===== config.mk =====
export PLATFORM = sky130hd
export DESIGN_NAME = bts_cfg_regs
export DESIGN_NICKNAME = d
export VERILOG_FILES = /design/src/design/bts_pkg.sv /design/src/design/bts_cfg_regs.sv
export SDC_FILE = /design/constraint.sdc
export NUM_CORES = 1
export LEC_CHECK = 0
export BUFFER_PORTS_ARGS = -buffer_cell sky130_fd_sc_hd__buf_2
export CAP_MARGIN = 20
export CORE_UTILIZATION = 43
export CTS_BUF_LIST = sky130_fd_sc_hd__clkbuf_8
export DETAILED_ROUTE_END_ITERATION = 8
export PLACE_DENSITY = 0.95
export SYNTH_ARGS = -nofsm -noshare
export SYNTH_HDL_FRONTEND = slang
export SYNTH_SLANG_ARGS = --single-unit

===== constraint.sdc =====
create_clock -name clk_i -period 2.4 [get_ports clk_i]
set_clock_uncertainty 0.05 [all_clocks]
set_input_delay 0.72 -clock clk_i [delete_from_list [all_inputs] [get_ports clk_i]]
set_output_delay 0.72 -clock clk_i [all_outputs]
set_load 0.03 [all_outputs]

===== src/design/bts_pkg.sv =====
// Shared types, constants and helper functions of the bilinear texture sampler.
// No dependencies; every other file of the block but bts_if imports this package.

package bts_pkg;

  // Field and datapath widths
  localparam int unsigned DimW     = 9;   // texture dimension register
  localparam int unsigned ChanW    = 8;   // one colour channel of a texel
  localparam int unsigned CoordW   = 18;  // signed Q2.16 coordinate
  localparam int unsigned UnitW    = 17;  // clamped coordinate, 0 .. 1.0
  localparam int unsigned FracW    = 16;  // fraction of a texel position
  localparam int unsigned PosW     = 24;  // Q8.16 texel position
  localparam int unsigned IdxW     = 16;  // linear texel address
  localparam int unsigned WeightW  = 33;  // bilinear weight, up to 2**32
  localparam int unsigned ProdW    = 41;  // weight times channel
  localparam int unsigned SumW     = 42;  // sum of four products
  localparam int unsigned OutW     = 16;  // Q8.8 result channel
  localparam int unsigned CornerN  = 4;
  localparam int unsigned ChanN    = 3;
  localparam int unsigned RegAddrW = 3;
  localparam int unsigned DataW    = 32;

  // Texel store sizing: linear addresses never exceed 16 bits
  localparam int unsigned MaxTexelsDef = 65536;
  localparam int unsigned StoreCap     = 65536;

  localparam logic [DimW-1:0]  DimReset = 9'd256;
  localparam logic [DimW-1:0]  DimMax   = 9'd256;
  localparam logic [UnitW-1:0] UnitOne  = 17'h10000;

  // Register codes, taken from paddr[2]
  localparam logic RegTexWidth  = 1'b0;
  localparam logic RegTexHeight = 1'b1;

  // Corner order: A (x0,y0), B (x1,y0), C (x1,y1), D (x0,y1)
  localparam int unsigned CrnA = 0;
  localparam int unsigned CrnB = 1;
  localparam int unsigned CrnC = 2;
  localparam int unsigned CrnD = 3;

  // Channel order inside the packed channel arrays
  localparam int unsigned ChBlue  = 0;
  localparam int unsigned ChGreen = 1;
  localparam int unsigned ChRed   = 2;

  typedef struct packed {
    logic [ChanW-1:0] red;
    logic [ChanW-1:0] green;
    logic [ChanW-1:0] blue;
  } rgb_t;

  typedef struct packed {
    logic [DimW-1:0] w;
    logic [DimW-1:0] h;
  } dims_t;

  // Transaction leaving the coordinate stages
  typedef struct packed {
    logic                         func;
    logic [IdxW-1:0]              wr_index;
    rgb_t                         wr_texel;
    logic [CornerN-1:0][IdxW-1:0] addr;
    logic [FracW-1:0]             frac_s;
    logic [FracW-1:0]             frac_t;
  } corner_req_t;

  // Transaction leaving the texel store
  typedef struct packed {
    rgb_t [CornerN-1:0] corner;
    logic [FracW-1:0]   frac_s;
    logic [FracW-1:0]   frac_t;
  } corner_rsp_t;

  typedef struct packed {
    logic [OutW-1:0] red_out;
    logic [OutW-1:0] green_out;
    logic [OutW-1:0] blue_out;
  } result_t;

  // Zero reads as one, anything above 256 saturates
  function automatic logic [DimW-1:0] dim_of(input logic [DimW-1:0] r);
    logic [DimW-1:0] d;
    if (r == '0) begin
      d = 9'd1;
    end else if (r > DimMax) begin
      d = DimMax;
    end else begin
      d = r;
    end
    return d;
  endfunction

  // Clamp signed Q2.16 to 0 .. 1.0
  function automatic logic [UnitW-1:0] clamp_coord(input logic signed [CoordW-1:0] c);
    logic [UnitW-1:0] r;
    if (c[CoordW-1]) begin
      r = '0;
    end else if (c[UnitW-1:0] > UnitOne) begin
      r = UnitOne;
    end else begin
      r = c[UnitW-1:0];
    end
    return r;
  endfunction

endpackage


===== src/design/bts_cfg_regs.sv =====
// APB-style configuration registers: texture width and height.
// Depends on bts_pkg for register codes, widths and the dimension sanitiser.

module bts_cfg_regs (
  input  logic                           clk_i,
  input  logic                           rst_ni,
  input  logic                           psel,
  input  logic                           penable,
  input  logic                           pwrite,
  input  logic [bts_pkg::RegAddrW-1:0]   paddr,
  input  logic [bts_pkg::DataW-1:0]      pwdata,
  output logic [bts_pkg::DataW-1:0]      prdata,
  output logic                           pready,
  output bts_pkg::dims_t                 dims_o
);
  import bts_pkg::*;

  logic [DimW-1:0] width_q, width_d;
  logic [DimW-1:0] height_q, height_d;
  logic            wr_en;
  logic            reg_sel;

  assign pready  = 1'b1;
  assign wr_en   = psel & penable & pwrite;
  assign reg_sel = paddr[RegAddrW-1];

  // Decode the write
  always_comb begin
    width_d  = width_q;
    height_d = height_q;
    if (wr_en) begin
      unique case (reg_sel)
        RegTexWidth:  width_d  = pwdata[DimW-1:0];
        RegTexHeight: height_d = pwdata[DimW-1:0];
        default: ;
      endcase
    end
  end

  always_ff @(posedge clk_i or negedge rst_ni) begin
    if (!rst_ni) begin
      width_q  <= DimReset;
      height_q <= DimReset;
    end else begin
      width_q  <= width_d;
      height_q <= height_d;
    end
  end

  // Read back the raw register value
  always_comb begin
    unique case (reg_sel)
      RegTexWidth:  prdata = DataW'(width_q);
      RegTexHeight: prdata = DataW'(height_q);
      default:      prdata = '0;
    endcase
  end

  assign dims_o.w = dim_of(width_q);
  assign dims_o.h = dim_of(height_q);

endmodule


Yosys cells after proc, flatten, opt, wreduce, memory -nomap -nowiden
Index checks and enable logic that the tools add are counted.
- muxes and demuxes: 5
- reductions and logical operators: 4
- magnitude comparators: 2
- bitwise operators: 3
- operator list (cell ; count):
    32-bit case mux with 2 select lines ; 1
    9-bit 2-to-1 mux ; 4
    9-bit > comparator, second input constant ; 2
    9-bit logical NOT ; 2
    2-bit AND reduction ; 2
    1-bit AND ; 2
    1-bit inverter ; 1
- bits of input ports: 40
- flip-flop bits (word level): 18
- output and inout port bits: 51
- word-level logic and storage cells: 16

Logic depth before layout (Yosys ltp)
- word-level depth: 3
- mapped depth: 3
- gate-level depth less buffers: 2

Least setup slack after synthesis
No wires, ideal clock.
- path kind: input port to output port
- start: input port paddr[2] (netlist bit)
- end: output port prdata[0] (netlist bit)
- buffers on the path: 1
- slack: 0.037 ns
- arrival time: 1.593 ns
- data required time: 1.630 ns
- stages on the path: 2
- cells stage by stage: buf_2 > o21ai_0
- cells in the longest elaborated chain, start to end: 2
- RTL lines (item ; RTL line ; source):
    start, declared ; bts_cfg_regs.sv:10 ; input logic [bts_pkg::RegAddrW-1:0] paddr,
    1-bit inverter ; -- ;
    32-bit case mux with 2 select lines (*) ; bts_cfg_regs.sv:52 ; unique case (reg_sel)
    end, declared ; bts_cfg_regs.sv:12 ; output logic [bts_pkg::DataW-1:0] prdata,
Mark *: on every way between the ends. The rest lies on a longest branch, timed or not. The select of a mux whose other input is x is not followed.

==> implementation parameters <==
Parameter                              Value

Layout
  Post-route insts no fill ... 169
  Commonest cells after routing, fill and taps aside ... buf_2 (40), mux2_2 (26), conb_1 (24)
  Net count, final ... 180
  Post-route core utilization ... 53.1%
  Share of post-route cells with drive strength above 1 ... 54.0%
  Layout overhead on the synthesized area ... 16.0%
  Leading cell type in the layout, fill and taps excluded ... buf_2
  Number of fill cells ... 228
  Number of antenna cells inserted ... 0

Placed design
  Total half-perimeter wirelength after legalization and detailed placement ... 1730 µm
  Worst setup slack after placement ... 0.0593 ns
  Final weighted congestion of routability-driven global placement ... 0.736
  Total placed cells including tap cells ... 165
  Number of buffers inserted by port buffering ... 41

Clock network
  Post-CTS Hold Fix Bufs ... 0
  Clock tree from TritonCTS ... yes
  CTS max path bufs ... 2
  Number of gates given a new drive strength after cts ... 0
  CTS Root Buffer Type ... clkbuf_8
  Setup Fix Bufs, Post-CTS ... 0
  Clock H-tree levels ... 1
  Clock Sink Count ... 18
  Latest clock arrival within the worst-skew pair ... 0.25 ns
  Cts bufs inserted ... 3
  Reg clk slew, reported paths ... 0.07 ns

Routing
  Drt pass-1 iters ... 1
  Post-Route M1 WL ... 980 µm
  Highest metal layer used by the detailed router ... met4
  Final routed wirelength across all metal layers ... 2270 µm
  Post-DR vias/cell ... 4.73
  Number of routed nets with antenna violations ... 0
  Final routed wire length divided by cell count ... 13.4 µm
  DRC violations left ... 0
  Vias ... 800
  Total met2 wirelength after detailed routing ... 1080 µm
  Drt first-iter violations ... 0
  DR WL met3 ... 173 µm

GRT
  Overflow left after global routing ... 0
  Vias in the first global route ... 688
  Initial antenna violation count ... 0
  Pin count of the biggest net entering global routing ... 19
  First-pass GRT wire length ... 3510 µm
  Total GRT Usage ... 17.9%

Floorplan
  Die height ... 53.6 µm
  Number of placement rows ... 18
  Starting Density ... 45.8%
  Core region area ... 2500 µm²
  Area of the die ... 2870 µm²
  Num ports ... 91
  Die width ... 53.6 µm

STA
  Post-route clock period utilization ... 97.3%
  Total setup violations reported at the end of the flow ... 0
  Slew Viols, Final ... 0
  Minimum setup slack in the final design ... 0.0654 ns
  Post-route setup TNS ... 0 ns
  Highest clock rate ... 0.428 GHz
  Final Hold Slack ... 0.338 ns
  Unrepaired setup endpoints after global routing ... no
  Total count of hold-check failures in the final report ... 0
  Final Critical Period ... 2.33 ns

Yosys
  Distinct cells, synth ... 15
  Number of cells produced by synthesis ... 101
  Number of synthesized register bits ... 18
  Compound-Gate Fraction of Synth Area ... 1.53%
  Synth Area in Adders ... 0%
  Total standard cell area after synthesis ... 1140 µm²
  Fraction of the yosys area taken by sequential cells ... 39.6%
  Dominant combinational cell family by area after synthesis ... multiplexers
  Share of the synthesized netlist area taken by xor and xnor gates ... 0%
  Mean instance size in the synthesized netlist ... 11.3 µm²
  Mux cell area share after synthesis ... 25.6%
  Basic-gate share of the synthesized area counting and, or, nand and nor cells ... 14.5%
  Warning count from the yosys run ... 0

Hold path
  Hold Path Class ... input pin to async pin

Pwr
  Power density normalized to cell area ... 954 nW/µm²
  Leakage dissipation ... 0.682 nW
  Worst vdd ir ... 737 µV

Worst setup path
  Data arrival time of the critical path ... 1.56 ns
  Critical path origin ... height_q[3]
  Worst reg2reg path depth ... 1
  Peak fanout along the critical path ... 4
  Sort of element at the start of the critical path ... flip-flop
  Worst r2r src ... height_q[8]
  Start-to-end type of the worst setup path ... flip-flop to output pin
  Required time of the critical path ... 1.63 ns
  Crit end category ... output pin

Outcome
  Status ... completed

Flow run
  Max-cap viol count ... 0
worst max-delay path: stages, from the launching register on:
cell and delay, ns:
dfrtp_1 0.41, or4_1 0.54, o22ai_1 0.17, buf_4 0.19
sequential cells by signal, summed over array words and instances (netlist names):
signal and cells:
height_q 9, width_q 9
report_power, final:
part	switching [mW]	internal (mW)	total (mW)	leakage, nW
clock network	0.102	0.146	0.247	0.0288
registers	0.0811	0.377	0.458	0.213
logic	0.367	0.194	0.560	0.440
cell families (layout without fill, tap and decap cells):
kind of cell,Yosys count,after routing
AOI/OAI and AO/OA,3,3
buffers and inverters,31,47
DFF,18,18
muxes,26,26
other,2,24
and+or+nand+nor,21,21
cell type report:
cell class,count,area (µm²),share of cell area [%]
clock buffers,4,55.1,4.15
multi-input cells,74,567,42.7
flip-flops and latches,18,453,34.1
well taps,30,37.5,2.83
repair buffers,41,208,15.6
inverters,2,7.51,0.566
metal layers:
| metal | GRT usage [%] | vias up |
|---|---|---|
| li1 | - | 369 |
| met1 | 24.8 | 372 |
| met2 | 27.5 | 54 |
| met3 | 3.67 | 5 |
| met4 | 6.58 | 0 |
| met5 | 0 | - |
cell usage after synthesis, drive strengths merged:
cell type	count	area, µm²
dfrtp	16	400
inv	2	7.51
buf	25	185
mux2	26	293
nand4b	1	23.8
nor2b	14	87.6
conb	2	7.51
dfstp	2	52.6
o21ai	1	5.00
o22ai	2	12.5
nand4	1	21.3
nand2	1	3.75
or4	4	30.0
clkbuf	4	15.0
metrics by stage:
step                      power [mW]  instance area [µm²]
final                           1.27                 1330
after global routing            1.34                 1330
after CTS                       1.27                 1330
after detailed placement        1.02                 1270
after global placement          1.01                 1270
after floorplan                0.897                 1230
final timing paths:
check                               to  slack (ns)
max                          dims_o[0]        0.07
min                        height_q[4]        0.34
max reg2reg                height_q[8]        1.45
min reg2reg                 width_q[0]        0.46
max in group asynchronous   width_q[8]        1.64
min in group clk_i          width_q[0]        0.46
Power figures use the tool's default switching activity.
