--- src/design/bts_pkg.sv ---
// Shared types, constants and helper functions of the bilinear texture sampler.
// No dependencies; every other file of the block but bts_if imports this package.

package bts_pkg;

  // Field and datapath widths
  localparam int unsigned DimW     = 9;   // texture dimension register
  localparam int unsigned ChanW    = 8;   // one colour channel of a texel
  localparam int unsigned CoordW   = 18;  // signed Q2.16 coordinate
  localparam int unsigned UnitW    = 17;  // clamped coordinate, 0 .. 1.0
  localparam int unsigned FracW    = 16;  // fraction of a texel position
  localparam int unsigned PosW     = 24;  // Q8.16 texel position
  localparam int unsigned IdxW     = 16;  // linear texel address
  localparam int unsigned WeightW  = 33;  // bilinear weight, up to 2**32
  localparam int unsigned ProdW    = 41;  // weight times channel
  localparam int unsigned SumW     = 42;  // sum of four products
  localparam int unsigned OutW     = 16;  // Q8.8 result channel
  localparam int unsigned CornerN  = 4;
  localparam int unsigned ChanN    = 3;
  localparam int unsigned RegAddrW = 3;
  localparam int unsigned DataW    = 32;

  // Texel store sizing: linear addresses never exceed 16 bits
  localparam int unsigned MaxTexelsDef = 65536;
  localparam int unsigned StoreCap     = 65536;

  localparam logic [DimW-1:0]  DimReset = 9'd256;
  localparam logic [DimW-1:0]  DimMax   = 9'd256;
  localparam logic [UnitW-1:0] UnitOne  = 17'h10000;

  // Register codes, taken from paddr[2]
  localparam logic RegTexWidth  = 1'b0;
  localparam logic RegTexHeight = 1'b1;

  // Corner order: A (x0,y0), B (x1,y0), C (x1,y1), D (x0,y1)
  localparam int unsigned CrnA = 0;
  localparam int unsigned CrnB = 1;
  localparam int unsigned CrnC = 2;
  localparam int unsigned CrnD = 3;

  // Channel order inside the packed channel arrays
  localparam int unsigned ChBlue  = 0;
  localparam int unsigned ChGreen = 1;
  localparam int unsigned ChRed   = 2;

  typedef struct packed {
    logic [ChanW-1:0] red;
    logic [ChanW-1:0] green;
    logic [ChanW-1:0] blue;
  } rgb_t;

  typedef struct packed {
    logic [DimW-1:0] w;
    logic [DimW-1:0] h;
  } dims_t;

  // Transaction leaving the coordinate stages
  typedef struct packed {
    logic                         func;
    logic [IdxW-1:0]              wr_index;
    rgb_t                         wr_texel;
    logic [CornerN-1:0][IdxW-1:0] addr;
    logic [FracW-1:0]             frac_s;
    logic [FracW-1:0]             frac_t;
  } corner_req_t;

  // Transaction leaving the texel store
  typedef struct packed {
    rgb_t [CornerN-1:0] corner;
    logic [FracW-1:0]   frac_s;
    logic [FracW-1:0]   frac_t;
  } corner_rsp_t;

  typedef struct packed {
    logic [OutW-1:0] red_out;
    logic [OutW-1:0] green_out;
    logic [OutW-1:0] blue_out;
  } result_t;

  // Zero reads as one, anything above 256 saturates
  function automatic logic [DimW-1:0] dim_of(input logic [DimW-1:0] r);
    logic [DimW-1:0] d;
    if (r == '0) begin
      d = 9'd1;
    end else if (r > DimMax) begin
      d = DimMax;
    end else begin
      d = r;
    end
    return d;
  endfunction

  // Clamp signed Q2.16 to 0 .. 1.0
  function automatic logic [UnitW-1:0] clamp_coord(input logic signed [CoordW-1:0] c);
    logic [UnitW-1:0] r;
    if (c[CoordW-1]) begin
      r = '0;
    end else if (c[UnitW-1:0] > UnitOne) begin
      r = UnitOne;
    end else begin
      r = c[UnitW-1:0];
    end
    return r;
  endfunction

endpackage

--- src/design/bts_if.sv ---
// Valid/ready channel interfaces of the bilinear texture sampler.
// Input channel carries texel writes and sample requests; output carries results.

interface bts_in_if;
  logic               valid;
  logic               ready;
  logic               func;
  logic [15:0]        texel_index;
  logic [7:0]         texel_red;
  logic [7:0]         texel_green;
  logic [7:0]         texel_blue;
  logic signed [17:0] coord_u;
  logic signed [17:0] coord_v;

  modport source (
    output valid, func, texel_index, texel_red, texel_green, texel_blue, coord_u, coord_v,
    input  ready
  );
  modport sink (
    input  valid, func, texel_index, texel_red, texel_green, texel_blue, coord_u, coord_v,
    output ready
  );
endinterface


--- src/design/bts_coord.sv ---
// Coordinate stages: clamp, scale to texel space, form the four corner addresses.
// Depends on bts_pkg and the bts_in_if channel interface.

module bts_coord (
  input  logic                 clk_i,
  input  logic                 rst_ni,
  input  bts_pkg::dims_t       dims_i,
  bts_in_if.sink               in_if,
  output logic                 req_valid_o,
  input  logic                 req_ready_i,
  output bts_pkg::corner_req_t req_o
);
  import bts_pkg::*;

  // Stage valids and advance enables
  logic s1_vld_q, s2_vld_q, s3_vld_q;
  logic s1_en, s2_en, s3_en;

  // Stage 1: registered transaction with clamped coordinates
  logic             func1_q;
  logic [IdxW-1:0]  idx1_q;
  rgb_t             tex1_q;
  logic [UnitW-1:0] u1_q, v1_q;

  // Stage 2: Q8.16 texel positions
  logic             func2_q;
  logic [IdxW-1:0]  idx2_q;
  rgb_t             tex2_q;
  logic [PosW-1:0]  px2_q, py2_q;

  // Stage 3 holds the outgoing transaction
  corner_req_t      req3_q, req3_d;

  logic [DimW-1:0]  wm1_full, hm1_full;
  logic [PosW:0]    px_full, py_full;
  logic [ChanW-1:0] x0, x1, y0, y1;
  logic [FracW-1:0] frac_s, frac_t;
  logic [UnitW-1:0] row0, row1;
  logic [UnitW-1:0] sum_a, sum_b, sum_c, sum_d;

  // Advance a stage when it is empty or its successor moves
  assign s3_en       = !s3_vld_q || req_ready_i;
  assign s2_en       = !s2_vld_q || s3_en;
  assign s1_en       = !s1_vld_q || s2_en;
  assign in_if.ready = s1_en;
  assign req_valid_o = s3_vld_q;
  assign req_o       = req3_q;

  always_ff @(posedge clk_i or negedge rst_ni) begin
    if (!rst_ni) begin
      s1_vld_q <= 1'b0;
      s2_vld_q <= 1'b0;
      s3_vld_q <= 1'b0;
    end else begin
      if (s1_en) s1_vld_q <= in_if.valid;
      if (s2_en) s2_vld_q <= s1_vld_q;
      if (s3_en) s3_vld_q <= s2_vld_q;
    end
  end

  // Stage 1: capture the transaction
  always_ff @(posedge clk_i) begin
    if (s1_en) begin
      func1_q      <= in_if.func;
      idx1_q       <= in_if.texel_index;
      tex1_q.red   <= in_if.texel_red;
      tex1_q.green <= in_if.texel_green;
      tex1_q.blue  <= in_if.texel_blue;
      u1_q         <= clamp_coord(in_if.coord_u);
      v1_q         <= clamp_coord(in_if.coord_v);
    end
  end

  // Stage 2: scale by dimension minus one
  assign wm1_full = dims_i.w - 9'd1;
  assign hm1_full = dims_i.h - 9'd1;
  assign px_full  = {8'b0, u1_q} * {17'b0, wm1_full[ChanW-1:0]};
  assign py_full  = {8'b0, v1_q} * {17'b0, hm1_full[ChanW-1:0]};

  always_ff @(posedge clk_i) begin
    if (s2_en) begin
      func2_q <= func1_q;
      idx2_q  <= idx1_q;
      tex2_q  <= tex1_q;
      px2_q   <= px_full[PosW-1:0];
      py2_q   <= py_full[PosW-1:0];
    end
  end

  // Stage 3: split position, step to the upper corner, form addresses
  assign x0     = px2_q[PosW-1:FracW];
  assign y0     = py2_q[PosW-1:FracW];
  assign frac_s = px2_q[FracW-1:0];
  assign frac_t = py2_q[FracW-1:0];
  assign x1     = x0 + {7'b0, |frac_s};
  assign y1     = y0 + {7'b0, |frac_t};
  assign row0   = {8'b0, dims_i.w} * {9'b0, y0};
  assign row1   = {8'b0, dims_i.w} * {9'b0, y1};
  assign sum_a  = row0 + {9'b0, x0};
  assign sum_b  = row0 + {9'b0, x1};
  assign sum_c  = row1 + {9'b0, x1};
  assign sum_d  = row1 + {9'b0, x0};

  always_comb begin
    req3_d.func       = func2_q;
    req3_d.wr_index   = idx2_q;
    req3_d.wr_texel   = tex2_q;
    req3_d.addr[CrnA] = sum_a[IdxW-1:0];
    req3_d.addr[CrnB] = sum_b[IdxW-1:0];
    req3_d.addr[CrnC] = sum_c[IdxW-1:0];
    req3_d.addr[CrnD] = sum_d[IdxW-1:0];
    req3_d.frac_s     = frac_s;
    req3_d.frac_t     = frac_t;
  end

  always_ff @(posedge clk_i) begin
    if (s3_en) req3_q <= req3_d;
  end

endmodule

--- src/flat_wrapper.sv ---
// flat-port wrapper written by rule: the top's interface ports become plain ports
module bts_coord_flat import bts_pkg::*;
  (clk_i, rst_ni, dims_i, req_valid_o, req_ready_i, req_o, in_if_valid, in_if_func, in_if_texel_index, in_if_texel_red, in_if_texel_green, in_if_texel_blue, in_if_coord_u, in_if_coord_v, in_if_ready);
  bts_in_if in_if_i ();
  input  logic clk_i;
  input  logic rst_ni;
  input  bts_pkg::dims_t dims_i;
  output logic req_valid_o;
  input  logic req_ready_i;
  output bts_pkg::corner_req_t req_o;
  input wire logic [$bits(in_if_i.valid)-1:0] in_if_valid;
  input wire logic [$bits(in_if_i.func)-1:0] in_if_func;
  input wire logic [$bits(in_if_i.texel_index)-1:0] in_if_texel_index;
  input wire logic [$bits(in_if_i.texel_red)-1:0] in_if_texel_red;
  input wire logic [$bits(in_if_i.texel_green)-1:0] in_if_texel_green;
  input wire logic [$bits(in_if_i.texel_blue)-1:0] in_if_texel_blue;
  input wire logic [$bits(in_if_i.coord_u)-1:0] in_if_coord_u;
  input wire logic [$bits(in_if_i.coord_v)-1:0] in_if_coord_v;
  output wire logic [$bits(in_if_i.ready)-1:0] in_if_ready;
  assign in_if_i.valid = in_if_valid;
  assign in_if_i.func = in_if_func;
  assign in_if_i.texel_index = in_if_texel_index;
  assign in_if_i.texel_red = in_if_texel_red;
  assign in_if_i.texel_green = in_if_texel_green;
  assign in_if_i.texel_blue = in_if_texel_blue;
  assign in_if_i.coord_u = in_if_coord_u;
  assign in_if_i.coord_v = in_if_coord_v;
  assign in_if_ready = in_if_i.ready;
  bts_coord u_core (.clk_i(clk_i), .rst_ni(rst_ni), .dims_i(dims_i), .in_if(in_if_i), .req_valid_o(req_valid_o), .req_ready_i(req_ready_i), .req_o(req_o));
endmodule
--- config.mk ---
export PLATFORM = sky130hd
export DESIGN_NAME = bts_coord_flat
export DESIGN_NICKNAME = d
export VERILOG_FILES = /design/src/design/bts_pkg.sv /design/src/design/bts_if.sv /design/src/design/bts_coord.sv /design/src/flat_wrapper.sv
export SDC_FILE = /design/constraint.sdc
export NUM_CORES = 1
export LEC_CHECK = 0
export BUFFER_PORTS_ARGS = -buffer_cell sky130_fd_sc_hd__clkbuf_2
export CORE_MARGIN = 4
export CORE_UTILIZATION = 45
export CTS_BUF_LIST = sky130_fd_sc_hd__clkbuf_8
export CTS_CLUSTER_SIZE = 14
export DETAILED_ROUTE_END_ITERATION = 8
export PLACE_DENSITY = 0.75
export SLEW_MARGIN = 20
export SYNTH_ARGS = -nofsm -noshare
export SYNTH_HDL_FRONTEND = slang
export SYNTH_SLANG_ARGS = --single-unit
--- constraint.sdc ---
create_clock -name clk_i -period 13.26 [get_ports clk_i]
set_input_delay 1.326 -clock clk_i [delete_from_list [all_inputs] [get_ports clk_i]]
set_output_delay 1.326 -clock clk_i [all_outputs]
set_load 0.005 [all_outputs]
# --- After elaboration in Yosys (flattened, before gate mapping) ---
# Cells that the tools add are included.
word_totals:
  ff_bits: 304
  input_bits: 99
  wordCells: 56
classes:
  addsub: 8
  multipliers: 4
  n_lt_le_gt_ge: 2
  muxes: 2
  n_reduce_logical: 10
op_table:
  columns: ["cell", "count"]
  rows:
  - ["$add A16 B8 Y16", 4]
  - ["$mul A17 B8 Y24", 2]
  - ["$gt A17 B17 Y1 const B", 2]
  - ["$mux W17", 2]
  - ["$mul A9 B8 Y16", 2]
  - ["$reduce_or A16 Y1", 2]
  - ["$add A8 B1 Y8", 2]
  - ["$sub A8 B1 Y8 const B", 2]
  - ["$reduce_or A2 Y1", 2]
  - ["$logic_not A1 Y1", 3]
  - ["$logic_or A1 B1 Y1", 3]

# --- Logic depth before layout (Yosys ltp) ---
# Gate-level depths: netlist of run 1.
depth:
  word_depth: 4
  ltp_mapped: 24

# --- Worst setup path before layout of run 1 ---
# Ideal clock, no wire load.
synth_path:
  kind: "in2reg"
  start: "input port dims_i[9] (netlist bit)"
  end: "register u_core.px2_q[18] (data pin)"
  setup_ns: 0.195
  arrival_ns: 7.013
  required_ns: 13.065
  slack_ns: 6.052
  cell_stages: 23
  cell_sequence: "clkbuf_1 > inv_1 > buf_1 > ha_1 > inv_1 > or3_1 > xor2_1 > clkbuf_1 > nand2b_1 > fa_1 > fa_1 > inv_1 > fa_1 > inv_1 > fa_1 > inv_1 > ha_1 > a2111o_1 > a31oi_1 > a21oi_1 > and3_1 > o21a_1 > o311ai_0"
synth_via:
  elab_chain_cells: 2
synth_lines:
  columns: ["item", "line", "text"]
  rows:
  - ["start, declared", "flat_wrapper.sv:7", "input bts_pkg::dims_t dims_i;"]
  - ["$sub A8 B1 Y8", "bts_coord.sv:75", "assign wm1_full = dims_i.w - 9'd1;"]
  - ["$mul A17 B8 Y24", "bts_coord.sv:77", "assign px_full = {8'b0, u1_q} * {17'b0, wm1_full[ChanW-1:0]};"]
  - ["named net u_core.px_full[18]", "bts_coord.sv:35", "logic [PosW:0] px_full, py_full;"]
  - ["end signal, assigned", "bts_coord.sv:85", "px2_q <= px_full[PosW-1:0];"]
  - ["end, declared", "bts_coord.sv:29", "logic [PosW-1:0] px2_q, py2_q;"]
# The timed path passes the listed nets, and every way through them passes these cells.
# A chain may end at the register's enable or synchronous reset.

# --- Worst setup path after layout of run 1 ---
# Ends and elaborated chain as after synthesis.

==> flow_summary.ini, run 1 <==
[clock_tree]
ctsHoldBuffers = 0
clk_latency_ps = 650
root_buffer = clkbuf_8
cts_tree = yes
path_clk_slew_ps = 60
postCtsSetupRepairBufs = 0
numCtsBuffers = 53
clock-sinks = 304
h-tree-depth = 2
cts_resized = 0
clockBufferDepth = 3

[floorplanning]
ioPinCount = 238
die_area_mm2 = 0.05846
core_area_mm2 = 0.05392
die_w_um = 241.8
rows = 85
start_util_pct = 45.62
die_y_um = 241.8

[synth]
syn_inst = 2174
yosysUniqueCellTypes = 66
syn_nets = 2731
ys_ff_latch = 304
ys_seq_area_share_pct = 37.05
async_flop_share_pct = 0.9868
avgSynthCellArea_um2 = 11.31
yosys_warnings = 0
syn_area_mm2 = 0.02460
synthFlopType = edfxtp_1
synth_edf_count = 301

[setup_path]
cpLargestDelayFamily = adder cells
cp_max_fo = 23
worstPathArrival_ps = 7710
cp_slowest_cell = inv_1
cpPeakStageDelay_ps = 580
cp.required_ps = 13630
path_cells = clkbuf_2, inv_1, ha_1, inv_1, or3_1, xor2_1, buf_4, nor2b_1, fa_1, inv_1, fa_1, fa_1, fa_1, inv_1, ha_1, a2111oi_0, o21ai_0, a31oi_1, a21oi_1, and3_1, o21a_1, o311ai_0
critPathKind = in -> reg
cp-start-kind = primary input
cp_num_buf_inv = 6
setup.worst_path.end_class = flip-flop

[global_routing]
grt_max_degree = 79
grt_pass1_vias = 17790
grt_pass1_wl_um = 89760
antenna_found_initial = 2
grtUsageTotal_pct = 18.58
gr-total-overflow = 0

[route]
via_count = 16390
met3WireLength_um = 2730
wl_um = 53470
route.detailed.drc = 0
drt-initial-drc-count = 941
ant_nets = 0
wl_met1_um = 22090
dr.pass1.iters = 5
wl_per_cell_um = 16.88
topRoutingLayerUsed = met4
wl_met2_um = 26650
vias_per_cell = 5.173

[timing]
maxSlewViolCount = 0
relSlewSlack_pct = 29.45
tightestPinTransition_ps = 1058
tns_ps = 0
fin_crit_sh_pct = 55.32
setup_violations = 0
hold_viol = 0
fmax_mhz = 136.3
period_needed_ps = 7335
finClkSkew_ps = 53.82
rsz0062_at_grt = false

[final_layout]
nNetsFinal = 2985
layout-drive-gt1-share_pct = 14.01
final-seq-area_mm2 = 0.009114
multi_input_area_mm2 = 0.01415
fill_cells = 4581
area_delta_synth_final_pct = 12.58

[job]
max_cap_violations = 0

[min_path]
hold_class = reg -> reg

[placement]
dp_hpwl_um = 41460
gp_congestion = 0.8993
io_buffers = 236

[status]
run_status = finished clean
[cell usage after synthesis, types with 5 or more instances]
master,n,share of area [%]
nor3_1,28,0.57
nand2b_1,50,1.3
ha_1,194,9.9
o31ai_1,5,0.15
inv_1,306,4.7
a31oi_1,10,0.25
nor2b_1,103,2.6
o21bai_1,8,0.24
nor2_1,59,0.90
xnor2_1,85,3.0
a211oi_1,10,0.31
a21oi_1,59,1.2
a211o_1,5,0.18
xor2_1,46,1.6
or3_1,5,0.13
o211ai_1,10,0.31
nand2_1,222,3.4
nand3_1,12,0.24
clkbuf_1,43,0.66
o21ai_0,39,0.79
o21a_1,21,0.64
and2_1,156,4.0
nand4_1,13,0.33
edfxtp_1,301,37
fa_1,264,21
a21o_1,20,0.61
a21boi_0,11,0.34
nor4_1,16,0.41
[final timing paths]
check,start,to,slack (ps),cells past startpoint
min in group asynchronous,rst_ni,u_core.s1_vld_q,470,1
worst min register to register,u_core.req3_d[108],u_core.req_o[108],400,0
worst max-delay path,dims_i[9],u_core.px2_q[18],5930,22
max in group asynchronous,rst_ni,u_core.req_valid_o,12670,1
worst max register to register,u_core.py2_q[13],u_core.req_o[94],5970,23
worst min-delay path,u_core.req3_d[108],u_core.req_o[108],400,0
[routing by layer]
| layer | track usage, % | vias to the layer above |
|---|---|---|
| li1 | - | 7716 |
| met1 | 22.59 | 8060 |
| met5 | 0 | - |
| met4 | 7.188 | 0 |
| met2 | 32.89 | 482 |
| met3 | 3.512 | 129 |
[flip-flops by register name, summed over array words and instances (netlist names)]
name	cells
u_core.idx1_q	16
u_core.u1_q	17
u_core.s1_vld_q	1
u_core.py2_q	24
u_core.px2_q	24
u_core.func2_q	1
u_core.req_valid_o	1
u_core.req_o	137
u_core.s2_vld_q	1
u_core.idx2_q	16
u_core.func1_q	1
u_core.v1_q	17
u_core.req3_d	24
u_core.tex1_q	24
[cell families (layout without fill, tap and decap cells)]
group                      Yosys count  in the layout  synth area share (%)
muxes                                1              1               0.04578
DFF                                304            304                 37.05
and+or+nand+nor                    692            692                 14.82
buffers and inverters              355            651                 5.463
other                                0              2                     0
AOI/OAI and AO/OA                  232            232                 6.527
adders and majority gates          458            458                 31.36
xor gates and xnor gates           132            132                 4.731
[cells in the final DEF, fill, tap and decap left out, types with 20 or more instances in the layout]
cell type and count:
a21o_1 20, a21oi_1 59, and2_1 156, clkbuf_2 236, clkbuf_8 53, edfxtp_1 301
fa_1 264, ha_1 194, inv_1 312, nand2_1 222, nand2b_1 49, nor2_1 59
nor2b_1 103, nor3_1 28, o21a_1 21, o21ai_0 39, xnor2_1 85, xor2_1 45
[metrics by stage]
stage                     worst slack [ps]  hold WS (ps)  area [um2]  utilization, %  cells
after floorplan                       6052         400.3       24600               -   2174
after global placement                5544         400.8       26550           49.24   3069
after detailed placement              5397         404.5       26560           49.25   3069
after CTS                             5800         401.2       27680           51.34   3166
after global routing                  5360         414.0       27690           51.35   3168
final                                 5925         403.0       27690           51.35   3168
[cell type report]
class | instances | area share (%)
well taps | 696 | 3.145
flip-flops and latches | 304 | 32.91
multi-input cells | 1515 | 51.12
repair buffers | 248 | 4.591
diodes | 2 | 0.01807
clock inverters | 44 | 1.432
clock buffers | 53 | 2.634
inverters | 306 | 4.148
Power of run 1 is left out: the tool's default activity adds up to more than one toggle a clock period on the data nets, which glitch-free logic cannot reach.
==> run 2, diff against run 1 <==
==> constraint.sdc (replaced) <==
create_clock -name clk_i -period 7.3 [get_ports clk_i]
set_input_delay 0.73 -clock clk_i [delete_from_list [all_inputs] [get_ports clk_i]]
set_output_delay 0.73 -clock clk_i [all_outputs]
set_load 0.005 [all_outputs]
==> run 2 against run 1 <==
- register-to-register slack lost 5500 ps
- clock-buffer cell count shrank 1
- hold slack lost 150 ps
- via count is essentially flat
- wire length shrank 0.17%
- worst setup slack lost 5400 ps
- sequential share of layout area is essentially flat
- largest cell class unchanged
==> flow_summary.ini, run 2 (synthesis results as in run 1) <==
[timing]
hold_viol = 0
fmax_mhz = 146.9
finClkSkew_ps = 50.46
relSlewSlack_pct = 29.12
tns_ps = 0
rsz0062_at_grt = false
maxSlewViolCount = 0
tightestPinTransition_ps = 1063
fin_crit_sh_pct = 93.26
setup_violations = 0
period_needed_ps = 6808

[clock_tree]
path_clk_slew_ps = 70
cts_tree = yes
clk_latency_ps = 650
clock-sinks = 304
h-tree-depth = 2
numCtsBuffers = 52
clockBufferDepth = 3
root_buffer = clkbuf_8

[placement]
io_buffers = 236
dp_hpwl_um = 41690
gp_congestion = 0.9187

[min_path]
holdPathStages = 1
min_from = in_if_texel_green[5]
hold_class = in -> reg
hold-path-endpoint = u_core.tex1_q[13]

[route]
drt-initial-drc-count = 844
wl_per_cell_um = 16.78
dr.pass1.iters = 5
route.detailed.drc = 0
via_count = 16380
wl_um = 53380
ant_nets = 0
vias_per_cell = 5.149

[floorplanning]
core_area_mm2 = 0.05392
rows = 85
die_y_um = 241.8
die_w_um = 241.8
ioPinCount = 238
start_util_pct = 45.62
die_area_mm2 = 0.05846

[global_routing]
grt_pass1_vias = 17520
gr-total-overflow = 0
grt_max_degree = 78
grtUsageTotal_pct = 18.44
antenna_found_initial = 4
grt_pass1_wl_um = 89080

[final_layout]
largest_reg_flops = 137
final_common_cell = inv_1
area_delta_synth_final_pct = 12.54
nNetsFinal = 2996
layout_common_cells = inv_1 (322), edfxtp_1 (301), fa_1 (264)
layout-drive-gt1-share_pct = 14.35

[setup_path]
reg2reg_from = u_core.py2_q[10]
cp-start-kind = flip-flop
cp_max_fo = 9
regToRegSetupSlack_ps = 490
cp.required_ps = 7660
critPathKind = reg -> reg
rr_worst_depth = 22
setup.worst_path.end_class = flip-flop
worstPathArrival_ps = 7170
r2r-end = u_core.req_o[94]

[status]
run_status = finished clean

[job]
max_cap_violations = 0
run 2: cell count changes in the layout (fill, tap and decap cells not counted), sizes merged:
cell	change
buf	+11
inv	+9
clkinv	-7
bufinv	-4
clkinvlp	+2
diode	+2
clkbuf	-1
dlygate4sd3	+1
run 2: worst max-delay path by stage:
stage | from | to | slack, ps | depth (start not counted)
final | u_core.py2_q[10] | u_core.req_o[94] | 490 | 22
after global routing | u_core.py2_q[10] | u_core.req_o[78] | 70 | 21
after CTS | u_core.py2_q[1] | u_core.req_o[95] | 180 | 23
after detailed placement | u_core.py2_q[1] | u_core.req_o[79] | 160 | 23
after global placement | u_core.py2_q[10] | u_core.req_o[79] | 240 | 23
after floorplan | dims_i[9] | u_core.px2_q[18] | 690 | 23
run 2: layer usage:
| metal | global-route usage, % | vias up | routed length (um) |
|---|---|---|---|
| li1 | - | 7732 | - |
| met1 | 23.07 | 7998 | 22010 |
| met2 | 32.01 | 514 | 26470 |
| met3 | 3.013 | 134 | 2743 |
| met4 | 7.615 | 0 | 2159 |
| met5 | 0 | - | 0 |
run 2: cell type report:
type	count	area (um2)
inverter	306	1149
antenna	4	10.01
clock buffer	52	715.7
tap	696	870.8
clock inverter	44	291.5
sequential	304	9114
timing repair buffer	260	1364
fill	4594	26240
multi-input combinational	1515	14170
run 2: worst max-delay path, cell delays in order (launching register included):
cell and delay [ps]:
edfxtp_1 390, nor4_1 390, nand4_1 280, ha_1 300
and3_1 180, and4_1 220, xor2_2 320, nand2_1 120
fa_1 470, fa_1 550, inv_1 60, fa_1 520
inv_1 50, fa_1 520, inv_1 40, ha_1 390
a21oi_1 270, o211ai_1 130, a221o_1 420, or2_4 280
a211oi_2 330, nand4_1 160, xnor2_1 170
run 2: repair_timing:
item	CTS	global route
resized for setup	0	3
hold endpoints to repair	3	0
endpoints found under the setup margin	0	11
hold buffers	1	0
buffers inserted	0	1
run 2: metrics by stage:
stage / worst slack (ps) / hold WS (ps) / area (um2) / utilization, % / instances
after floorplan: 688.0 / 400.3 / 24600 / - / 2174
after global placement: 238.4 / 400.3 / 26630 / 49.38 / 3079
after detailed placement: 164.0 / 404.5 / 26630 / 49.38 / 3079
after CTS: 181.4 / 158.2 / 27640 / 51.27 / 3176
after global routing: 65.06 / 173.4 / 27680 / 51.34 / 3181
final: 492.0 / 248.8 / 27680 / 51.34 / 3181
Power of run 2 is left out for the same reason.
